[src/design/teletext_attribute_decoder_unit_macros.svh]
// assertion macros for the teletext attribute decoder
`ifndef TELETEXT_ATTRIBUTE_DECODER_UNIT_MACROS_SVH
`define TELETEXT_ATTRIBUTE_DECODER_UNIT_MACROS_SVH

`ifndef NO_ASSERTIONS
`define TTAD_ASSERT(lbl, prop, msg) \
  lbl: assert property (@(posedge clk_i) disable iff (!rst_ni) prop) else $error(msg);
`define TTAD_ASSERT_NEXT(lbl, pre, post, msg) \
  lbl: assert property (@(posedge clk_i) disable iff (!rst_ni) pre |=> post) else $error(msg);
`else
`define TTAD_ASSERT(lbl, prop, msg)
`define TTAD_ASSERT_NEXT(lbl, pre, post, msg)
`endif

`endif

[src/design/ttad_pkg.sv]
`default_nettype none

package ttad_pkg;

  typedef enum logic [1:0] {
    GS_ALPHA  = 2'd0,
    GS_CONTIG = 2'd1,
    GS_SEPAR  = 2'd2
  } glyph_set_e;

  // control codes
  localparam logic [6:0] CC_ALPHA_FIRST = 7'd1;
  localparam logic [6:0] CC_ALPHA_LAST  = 7'd7;
  localparam logic [6:0] CC_FLASH       = 7'd8;
  localparam logic [6:0] CC_STEADY      = 7'd9;
  localparam logic [6:0] CC_NORMAL_SIZE = 7'd12;
  localparam logic [6:0] CC_DOUBLE_SIZE = 7'd13;
  localparam logic [6:0] CC_GFX_FIRST   = 7'd17;
  localparam logic [6:0] CC_GFX_LAST    = 7'd23;
  localparam logic [6:0] CC_CONCEAL     = 7'd24;
  localparam logic [6:0] CC_CONTIGUOUS  = 7'd25;
  localparam logic [6:0] CC_SEPARATED   = 7'd26;
  localparam logic [6:0] CC_BLACK_BG    = 7'd28;
  localparam logic [6:0] CC_NEW_BG      = 7'd29;
  localparam logic [6:0] CC_HOLD        = 7'd30;
  localparam logic [6:0] CC_RELEASE     = 7'd31;

  localparam logic [6:0] CHAR_SPACE      = 7'h20;
  localparam logic [6:0] CHAR_CAPS_FIRST = 7'h40;
  localparam logic [6:0] CHAR_CAPS_LAST  = 7'h5F;
  localparam logic [5:0] LOWER_ROW_OFS   = 6'd10;
  localparam logic [2:0] COLOUR_WHITE    = 3'd7;
  localparam logic [2:0] COLOUR_BLACK    = 3'd0;

  typedef struct packed {
    logic       kind;
    logic [6:0] code;
    logic [5:0] scanline;
    logic       flash_on;
    logic       row_end;
  } item_t;

  typedef struct packed {
    logic       solid_fill;
    glyph_set_e glyph_set;
    logic [6:0] char_index;
    logic [5:0] glyph_row;
    logic [2:0] fg_colour;
    logic [2:0] bg_colour;
  } result_t;

  typedef struct packed {
    logic [2:0] fore_colour;
    logic [2:0] back_colour;
    logic       graphics_mode;
    logic       separated_mode;
    logic       flash_mode;
    logic       double_height;
    logic       double_seen_on_line;
    logic       hold_active;
    logic [6:0] held_code;
    glyph_set_e held_set;
    glyph_set_e next_set;
    logic       hold_clear_flag;
    logic       hold_off_flag;
    logic       lower_half_row;
  } attr_t;

endpackage

`default_nettype wire

[src/design/ttad_if.sv]
`default_nettype none

interface ttad_in_if;
  logic       valid;
  logic       ready;
  logic       kind;
  logic [6:0] code;
  logic [5:0] scanline;
  logic       flash_on;
  logic       row_end;

  modport source (output valid, kind, code, scanline, flash_on, row_end, input ready);
  modport sink (input valid, kind, code, scanline, flash_on, row_end, output ready);
endinterface

interface ttad_out_if;
  logic       valid;
  logic       ready;
  logic       solid_fill;
  logic [1:0] glyph_set;
  logic [6:0] char_index;
  logic [5:0] glyph_row;
  logic [2:0] fg_colour;
  logic [2:0] bg_colour;

  modport source (output valid, solid_fill, glyph_set, char_index, glyph_row, fg_colour,
                  bg_colour, input ready);
  modport sink (input valid, solid_fill, glyph_set, char_index, glyph_row, fg_colour,
                bg_colour, output ready);
endinterface

`default_nettype wire

[src/design/ttad_attr_core.sv]
`default_nettype none

module ttad_attr_core import ttad_pkg::*; (
  input  wire logic    clk_i,
  input  wire logic    rst_ni,
  input  wire logic    step_i,
  input  wire item_t   item_i,
  output result_t      result_o
);

  attr_t attr_q, attr_d;

  function automatic glyph_set_e sel_set(input logic gfx, input logic sep);
    glyph_set_e s;
    if (!gfx) begin
      s = GS_ALPHA;
    end else if (sep) begin
      s = GS_SEPAR;
    end else begin
      s = GS_CONTIG;
    end
    return s;
  endfunction

  logic [2:0] shown_fg;
  glyph_set_e cur_set;
  logic [6:0] shown_code;
  logic [5:0] row;
  logic       solid;

  always_comb begin
    attr_d     = attr_q;
    shown_fg   = attr_q.fore_colour;
    cur_set    = attr_q.next_set;
    shown_code = item_i.code;
    row        = item_i.scanline;
    solid      = 1'b0;

    if (item_i.kind) begin
      // end of scanline: line attributes back to defaults
      if (item_i.row_end) begin
        attr_d.lower_half_row = attr_q.lower_half_row ? 1'b0 : attr_q.double_seen_on_line;
      end
      attr_d.fore_colour         = COLOUR_WHITE;
      attr_d.back_colour         = COLOUR_BLACK;
      attr_d.graphics_mode       = 1'b0;
      attr_d.separated_mode      = 1'b0;
      attr_d.flash_mode          = 1'b0;
      attr_d.double_height       = 1'b0;
      attr_d.double_seen_on_line = 1'b0;
      attr_d.hold_active         = 1'b0;
      attr_d.held_code           = CHAR_SPACE;
      attr_d.held_set            = GS_ALPHA;
      attr_d.next_set            = GS_ALPHA;
    end else begin
      if (item_i.code < CHAR_SPACE) begin
        attr_d.hold_clear_flag = 1'b0;
        attr_d.hold_off_flag   = 1'b0;
        case (item_i.code) inside
          [CC_ALPHA_FIRST:CC_ALPHA_LAST]: begin
            attr_d.graphics_mode   = 1'b0;
            attr_d.fore_colour     = item_i.code[2:0];
            attr_d.next_set        = GS_ALPHA;
            attr_d.hold_clear_flag = 1'b1;
          end
          [CC_GFX_FIRST:CC_GFX_LAST]: begin
            attr_d.graphics_mode = 1'b1;
            attr_d.fore_colour   = item_i.code[2:0];
            attr_d.next_set      = sel_set(1'b1, attr_q.separated_mode);
          end
          CC_FLASH:       attr_d.flash_mode = 1'b1;
          CC_STEADY:      attr_d.flash_mode = 1'b0;
          CC_NORMAL_SIZE: attr_d.double_height = 1'b0;
          CC_DOUBLE_SIZE: begin
            attr_d.double_height       = 1'b1;
            attr_d.double_seen_on_line = 1'b1;
          end
          CC_CONCEAL: begin
            attr_d.fore_colour = attr_q.back_colour;
            shown_fg           = attr_q.back_colour;
          end
          CC_CONTIGUOUS: begin
            attr_d.separated_mode = 1'b0;
            attr_d.next_set       = sel_set(attr_q.graphics_mode, 1'b0);
          end
          CC_SEPARATED: begin
            attr_d.separated_mode = 1'b1;
            attr_d.next_set       = sel_set(attr_q.graphics_mode, 1'b1);
          end
          CC_BLACK_BG: attr_d.back_colour = COLOUR_BLACK;
          CC_NEW_BG:   attr_d.back_colour = attr_q.fore_colour;
          CC_HOLD:     attr_d.hold_active = 1'b1;
          CC_RELEASE:  attr_d.hold_off_flag = 1'b1;
          default: ;
        endcase
        // control cell shows a space or the held graphic
        if (attr_d.hold_active && (attr_d.double_height == attr_q.double_height)) begin
          shown_code = attr_q.held_code;
          if (attr_q.held_code inside {[CHAR_CAPS_FIRST:CHAR_CAPS_LAST]}) begin
            shown_code = CHAR_SPACE;
          end
          cur_set = attr_q.held_set;
        end else begin
          shown_code = CHAR_SPACE;
        end
      end else if (attr_q.graphics_mode) begin
        attr_d.held_code = item_i.code;
        attr_d.held_set  = attr_q.next_set;
      end

      if (attr_q.double_height) begin
        row = {1'b0, item_i.scanline[5:1]} + (attr_q.lower_half_row ? LOWER_ROW_OFS : 6'd0);
      end

      solid = (attr_q.flash_mode && item_i.flash_on) ||
              (attr_q.lower_half_row && !attr_d.double_height);

      if (attr_d.hold_off_flag) begin
        attr_d.hold_active = 1'b0;
        attr_d.held_code   = CHAR_SPACE;
      end
      if (attr_d.hold_clear_flag) begin
        attr_d.held_code = CHAR_SPACE;
      end
    end
  end

  always_comb begin
    result_o.bg_colour = attr_d.back_colour;
    if (solid) begin
      result_o.solid_fill = 1'b1;
      result_o.glyph_set  = GS_ALPHA;
      result_o.char_index = 7'd0;
      result_o.glyph_row  = 6'd0;
      result_o.fg_colour  = 3'd0;
    end else begin
      result_o.solid_fill = 1'b0;
      result_o.glyph_set  = cur_set;
      result_o.char_index = shown_code - CHAR_SPACE;
      result_o.glyph_row  = row;
      result_o.fg_colour  = shown_fg;
    end
  end

  always_ff @(posedge clk_i or negedge rst_ni) begin
    if (!rst_ni) begin
      attr_q.fore_colour         <= COLOUR_WHITE;
      attr_q.back_colour         <= COLOUR_BLACK;
      attr_q.graphics_mode       <= 1'b0;
      attr_q.separated_mode      <= 1'b0;
      attr_q.flash_mode          <= 1'b0;
      attr_q.double_height       <= 1'b0;
      attr_q.double_seen_on_line <= 1'b0;
      attr_q.hold_active         <= 1'b0;
      attr_q.held_code           <= CHAR_SPACE;
      attr_q.held_set            <= GS_ALPHA;
      attr_q.next_set            <= GS_ALPHA;
      attr_q.hold_clear_flag     <= 1'b0;
      attr_q.hold_off_flag       <= 1'b0;
      attr_q.lower_half_row      <= 1'b0;
    end else if (step_i) begin
      attr_q <= attr_d;
    end
  end

endmodule

`default_nettype wire

[src/design/ttad_out_reg.sv]
`default_nettype none

module ttad_out_reg import ttad_pkg::*; (
  input  wire logic    clk_i,
  input  wire logic    rst_ni,
  input  wire logic    load_i,
  input  wire result_t result_i,
  output logic         free_o,
  ttad_out_if.source   out_o
);

  logic    valid_q, valid_d;
  result_t data_q;

  assign free_o  = !valid_q || out_o.ready;
  assign valid_d = load_i || (valid_q && !out_o.ready);

  always_ff @(posedge clk_i or negedge rst_ni) begin
    if (!rst_ni) begin
      valid_q <= 1'b0;
    end else begin
      valid_q <= valid_d;
    end
  end

  always_ff @(posedge clk_i) begin
    if (load_i) begin
      data_q <= result_i;
    end
  end

  assign out_o.valid      = valid_q;
  assign out_o.solid_fill = data_q.solid_fill;
  assign out_o.glyph_set  = data_q.glyph_set;
  assign out_o.char_index = data_q.char_index;
  assign out_o.glyph_row  = data_q.glyph_row;
  assign out_o.fg_colour  = data_q.fg_colour;
  assign out_o.bg_colour  = data_q.bg_colour;

endmodule

`default_nettype wire

[src/design/teletext_attribute_decoder_unit.sv]
// teletext serial attribute decoder
// in_i carries one request per character cell (kind 0) or per end of
// scanline (kind 1). every character cell gives one result on out_o: a glyph
// reference (set, index, row, colours) or a solid fill in the background
// colour; an end of scanline gives no result and resets the line attributes.
// a request is taken into an input register, then decoded against the
// attribute state as it leaves that register and written into the output
// register, which drives out_o. one request per cycle is sustained while out_o
// does not stall; the attribute registers see each request once, in order, in
// the cycle it moves out of the input register.
// when out_o stalls, the output register holds its result and the input
// register keeps one more request; end-of-scanline requests still drain.
// reset (rst_ni low, asynchronous) empties both registers and sets white on
// black, alphanumerics, no flash, no double height and no hold.
`default_nettype none
`include "teletext_attribute_decoder_unit_macros.svh"

module teletext_attribute_decoder_unit import ttad_pkg::*; (
  input  wire logic  clk_i,
  input  wire logic  rst_ni,
  ttad_in_if.sink    in_i,
  ttad_out_if.source out_o
);

  logic    s1_valid_q, s1_valid_d;
  item_t   s1_item_q;
  logic    s1_adv;
  logic    out_free;
  logic    out_load;
  result_t result;

  assign s1_adv     = s1_valid_q && (s1_item_q.kind || out_free);
  assign out_load   = s1_adv && !s1_item_q.kind;
  assign in_i.ready = !s1_valid_q || s1_adv;
  assign s1_valid_d = (in_i.valid && in_i.ready) || (s1_valid_q && !s1_adv);

  always_ff @(posedge clk_i or negedge rst_ni) begin
    if (!rst_ni) begin
      s1_valid_q <= 1'b0;
    end else begin
      s1_valid_q <= s1_valid_d;
    end
  end

  always_ff @(posedge clk_i) begin
    if (in_i.valid && in_i.ready) begin
      s1_item_q.kind     <= in_i.kind;
      s1_item_q.code     <= in_i.code;
      s1_item_q.scanline <= in_i.scanline;
      s1_item_q.flash_on <= in_i.flash_on;
      s1_item_q.row_end  <= in_i.row_end;
    end
  end

  ttad_attr_core u_core (
    .clk_i    (clk_i),
    .rst_ni   (rst_ni),
    .step_i   (s1_adv),
    .item_i   (s1_item_q),
    .result_o (result)
  );

  ttad_out_reg u_out (
    .clk_i    (clk_i),
    .rst_ni   (rst_ni),
    .load_i   (out_load),
    .result_i (result),
    .free_o   (out_free),
    .out_o    (out_o)
  );

  `TTAD_ASSERT(a_solid_blank, (out_o.valid && out_o.solid_fill) |-> ((out_o.glyph_set == 2'd0) && (out_o.char_index == 7'd0) && (out_o.glyph_row == 6'd0) && (out_o.fg_colour == 3'd0)), "solid fill carries glyph data")
  `TTAD_ASSERT(a_set_legal, out_o.valid |-> (out_o.glyph_set != 2'd3), "illegal glyph set")
  `TTAD_ASSERT(a_index_range, out_o.valid |-> (out_o.char_index <= 7'd95), "glyph index out of range")
  `TTAD_ASSERT_NEXT(a_line_end_silent, (s1_adv && s1_item_q.kind && out_o.valid && !out_o.ready), $stable(out_o.char_index), "end of scanline disturbed a result")
  `TTAD_ASSERT_NEXT(a_cell_gives_result, out_load, out_o.valid, "character cell lost its result")

endmodule

`default_nettype wire

[src/flat_wrapper.sv]
// flat-port wrapper written by rule: the top's interface ports become plain ports
module teletext_attribute_decoder_unit_flat import ttad_pkg::*;
  (clk_i, rst_ni, in_i_valid, in_i_kind, in_i_code, in_i_scanline, in_i_flash_on, in_i_row_end, in_i_ready, out_o_valid, out_o_solid_fill, out_o_glyph_set, out_o_char_index, out_o_glyph_row, out_o_fg_colour, out_o_bg_colour, out_o_ready);
  ttad_in_if in_i_i ();
  ttad_out_if out_o_i ();
  input  wire logic clk_i;
  input  wire logic rst_ni;
  input wire logic [$bits(in_i_i.valid)-1:0] in_i_valid;
  input wire logic [$bits(in_i_i.kind)-1:0] in_i_kind;
  input wire logic [$bits(in_i_i.code)-1:0] in_i_code;
  input wire logic [$bits(in_i_i.scanline)-1:0] in_i_scanline;
  input wire logic [$bits(in_i_i.flash_on)-1:0] in_i_flash_on;
  input wire logic [$bits(in_i_i.row_end)-1:0] in_i_row_end;
  output wire logic [$bits(in_i_i.ready)-1:0] in_i_ready;
  output wire logic [$bits(out_o_i.valid)-1:0] out_o_valid;
  output wire logic [$bits(out_o_i.solid_fill)-1:0] out_o_solid_fill;
  output wire logic [$bits(out_o_i.glyph_set)-1:0] out_o_glyph_set;
  output wire logic [$bits(out_o_i.char_index)-1:0] out_o_char_index;
  output wire logic [$bits(out_o_i.glyph_row)-1:0] out_o_glyph_row;
  output wire logic [$bits(out_o_i.fg_colour)-1:0] out_o_fg_colour;
  output wire logic [$bits(out_o_i.bg_colour)-1:0] out_o_bg_colour;
  input wire logic [$bits(out_o_i.ready)-1:0] out_o_ready;
  assign in_i_i.valid = in_i_valid;
  assign in_i_i.kind = in_i_kind;
  assign in_i_i.code = in_i_code;
  assign in_i_i.scanline = in_i_scanline;
  assign in_i_i.flash_on = in_i_flash_on;
  assign in_i_i.row_end = in_i_row_end;
  assign in_i_ready = in_i_i.ready;
  assign out_o_valid = out_o_i.valid;
  assign out_o_solid_fill = out_o_i.solid_fill;
  assign out_o_glyph_set = out_o_i.glyph_set;
  assign out_o_char_index = out_o_i.char_index;
  assign out_o_glyph_row = out_o_i.glyph_row;
  assign out_o_fg_colour = out_o_i.fg_colour;
  assign out_o_bg_colour = out_o_i.bg_colour;
  assign out_o_i.ready = out_o_ready;
  teletext_attribute_decoder_unit u_core (.clk_i(clk_i), .rst_ni(rst_ni), .in_i(in_i_i), .out_o(out_o_i));
endmodule
[config.mk]
export PLATFORM = sky130hd
export DESIGN_NAME = teletext_attribute_decoder_unit_flat
export DESIGN_NICKNAME = d
export VERILOG_FILES = /design/src/design/ttad_pkg.sv /design/src/design/ttad_if.sv /design/src/design/ttad_attr_core.sv /design/src/design/ttad_out_reg.sv /design/src/design/teletext_attribute_decoder_unit.sv /design/src/flat_wrapper.sv
export VERILOG_INCLUDE_DIRS = /design/src /design/src/design
export SDC_FILE = /design/constraint.sdc
export NUM_CORES = 1
export LEC_CHECK = 0
export BUFFER_PORTS_ARGS = -buffer_cell sky130_fd_sc_hd__buf_2
export CORE_AREA = 2 2 94 96
export CTS_CLUSTER_DIAMETER = 150
export DETAILED_ROUTE_END_ITERATION = 10
export DIE_AREA = 0 0 96 98
export GPL_TIMING_DRIVEN = 0
export PLACE_DENSITY = 0.69
export SYNTH_ARGS = -nofsm -noshare
export SYNTH_HDL_FRONTEND = slang
export SYNTH_SLANG_ARGS = --single-unit
export TNS_END_PERCENT = 100
[constraint.sdc]
create_clock -name clk_i -period 6.28 [get_ports clk_i]
set_clock_uncertainty 0.1 [all_clocks]
set_input_delay 1.256 -clock clk_i [delete_from_list [all_inputs] [get_ports clk_i]]
set_output_delay 1.256 -clock clk_i [all_outputs]
set_load 0.03 [all_outputs]
==> results.toml <==
[clock_network]
cts_root_buf = "clkbuf_8"
clock_path_buffers = 2
clkSinkCount = 66
clk_pin_slew_ns = 0.06
cts_tree = "yes"
insertion_delay_ns = 0.35
post_cts_buffers = 0
cts-hold-fix-buffers = 0
numCtsBuffers = 9
h-tree-depth = 3
cts_resized = 0

[global_routing]
grt_pass1_wl_microns = 12800
grt_overflow = 0
grt_use_total_pct = 18.1
grt_pass1_vias = 2463
grt_max_degree = 29
grt_antenna_before_repair = 0

[floorplan]
initial_core_util_pct = 38.4
io_pins = 44
dieHeight_microns = 98
rows = 34
core-area_sq_mm = 0.00847
die_area_sq_mm = 0.00941
die_x_microns = 96

[sta]
tns_ns = 0
setup_viol = 0
fmax_mhz = 287
rsz0062_at_grt = "no"
period_needed_ns = 3.49
drv_slew = 0
timing.final.crit_share_pct = 55.5
relSlewSlack_pct = 19.9
tightest_slew_ns = 1.20
finalHoldViolCount = 0

[final_layout]
fillers = 839
stdcell_area_sq_mm = 0.00380
syn_to_final_growth_pct = 17.0
instances_no_fill = 464
nets = 374
regArea_sq_mm = 0.00185
final_cell_mix = "buf_2, edfxtp_1, nand2_1"
num_antenna_cells = 0
final_common_cell = "buf_2"
drive_gt1_share_pct = 24.2
multiInputGateArea_sq_mm = 0.00130

[routing]
drtIter0Drc = 190
routedWlPerCell_microns = 16.6
drt_first_pass_iters = 5
ant_nets = 0
viasPerCell = 5.46
vias = 2534
drcViolationCount = 0
finalWirelength_microns = 7710

[setup_path]
cpPeakStageDelay_ns = 0.34
cp-end-kind = "output pin"
crit_path_cell_trace = "buf_2 > nand2b_1 > nor3b_1 > inv_1 > buf_2"
cp_top_family = "simple AND/OR/NAND/NOR gates"
crit_end = "in_i_ready"
crit_buf_inv = 3
cp_common_cell = "buf_2"
worstSetupStartpoint = "out_o_ready"
r2r_end = "u_core.u_out.out_o.char_index[2]$_SDFFCE_PP0P_"
crit_type = "in2out"
slowest_stage = "nor3b_1"
start_kind = "input pin"
critPathArrivalTime_ns = 2.13
path_depth = 5
reg2reg_depth = 5
regToRegSetupSlack_ns = 3.37
r2r-start = "u_core.s1_item_q[15]$_DFFE_PP_"
worstPathRequired_ns = 4.92
cp_max_fo = 5

[synth]
syn-instance-count = 296
ys_warn_count = 0
ys_ff_latch = 66
synthTopCellsByArea = "edfxtp_1, dfrtp_1, nand2_1"
netlist_area_sq_mm = 0.00325
synth-edff-count = 38
ys_seq_area_share_pct = 56.9
ys.flop_type = "edfxtp_1"
async_flop_share_pct = 42.4
synth_top_area_share_pct = 35.1
yosys.area.top_type = "edfxtp_1"
synth_nets = 319
yosys.cell_types.count = 57
avgSynthCellArea_sq_um = 11.0

[placed_design]
dp_hpwl_microns = 5480
gp_congestion = 0.911
placed_cell_area_sq_mm = 0.00362
numPlacedInstances = 448
port-buffer-count = 43

[hold_path]
hp-class = "reg2reg"

[power_and_ir_drop]
power.density_mw_per_mm2 = 270
ir_drop_uv = 133
cellLeakagePower_nw = 1.55
total_power_mw = 1.03

[flow_run]
max_cap_viol_count = 0

[status]
outcome = "finished, final reports clean"
[per-layer routing]
layer / share of wire [%] / track usage (%)
met1: 44 / 24.9
met2: 47 / 27.8
met3: 6.3 / 4.24
met4: 2.6 / 6.92
met5: 0 / 0
[metrics by stage]
stage | setup slack, ns | hold WS [ns] | util [%]
6_report | 2.79 | 0.393 | 44.9
5_1_grt | 2.65 | 0.431 | 44.9
4_1_cts | 2.78 | 0.396 | 44.9
3_5_place_dp | 2.59 | 0.379 | 42.7
3_3_place_gp | 1.96 | 0.374 | 42.5
2_1_floorplan | 2.93 | 0.357 | -
[cells by family (layout without fill, tap and decap cells)]
logic type / after synthesis / in the layout / synth area share [%]
compound gates: 79 / 79 / 17.5
xor+xnor: 4 / 4 / 1.08
fa+ha+maj: 3 / 3 / 1.16
buf+inv: 23 / 83 / 3.27
flops: 66 / 66 / 56.9
mux: 10 / 10 / 3.20
simple gates: 111 / 111 / 16.9
[report_power, final]
part           total, mW  switching, mW  leakage (nW)  internal, mW
logic              0.165          0.107         0.722        0.0577
registers          0.523         0.0240         0.732         0.499
clock network      0.339          0.161        0.0939         0.178
total               1.03          0.292          1.55         0.735
[synth_stat cells, types with 2 or more instances]
library cell  instances
a211oi_1              8
a21oi_1              15
a22o_1                7
a22oi_1               2
a2bb2oi_1             2
a31oi_1               5
a32oi_1               3
buf_2                 6
clkbuf_1              6
dfrtp_1              24
dfstp_2               4
edfxtp_1             38
ha_1                  3
inv_1                 8
mux2_2                3
mux2i_1               7
nand2_1              37
nand2b_1              7
nand3_1              12
nand4_1               3
nor2_1               18
nor2b_1               5
nor3_1               10
nor3b_1               3
o21a_1                3
o21ai_0              14
o21ai_1               3
o2bb2ai_1             2
o31a_1                2
or2_2                 5
or3_1                 3
xnor2_1               3
[sequential cells by signal (all words and copies together), names as in the netlist]
register / flops
u_core.u_core.attr_q: 26
u_core.s1_item_q: 16
u_core.u_out.out_o.char_index: 7
u_core.u_out.out_o.glyph_row: 6
u_core.u_out.out_o.bg_colour: 3
u_core.u_out.out_o.fg_colour: 3
u_core.u_out.out_o.glyph_set: 2
u_core.s1_valid_q: 1
u_core.u_out.out_o.solid_fill: 1
u_core.u_out.out_o.valid: 1
[layout make-up]
class                           count  area share, %
Tap cell                          108           3.56
Buffer                             15           2.01
Timing Repair Buffer               44           6.06
Multi-Input combinational cell    207           34.1
Clock buffer                        9           3.26
Clock inverter                      7           1.58
Sequential cell                    66           48.6
Inverter                            8          0.790
[worst min-delay path by stage]
stage / startpoint / end / slack, ns / depth (start not counted)
final: u_core.u_core.attr_q[8]$_DFFE_PN0P_ / u_core.u_core.attr_q[8]$_DFFE_PN0P_ / 0.39 / 1
after global routing: u_core.u_core.attr_q[6]$_DFFE_PN0P_ / u_core.u_core.attr_q[6]$_DFFE_PN0P_ / 0.43 / 2
after CTS: u_core.u_core.attr_q[8]$_DFFE_PN0P_ / u_core.u_core.attr_q[8]$_DFFE_PN0P_ / 0.40 / 1
after detailed placement: u_core.u_core.attr_q[8]$_DFFE_PN0P_ / u_core.u_core.attr_q[8]$_DFFE_PN0P_ / 0.38 / 1
after global placement: u_core.u_core.attr_q[7]$_DFFE_PN0P_ / u_core.u_core.attr_q[7]$_DFFE_PN0P_ / 0.37 / 1
after floorplan: u_core.u_core.attr_q[10]$_DFFE_PN0P_ / u_core.u_core.attr_q[10]$_DFFE_PN0P_ / 0.36 / 1
(Power assumes the default switching activity.)
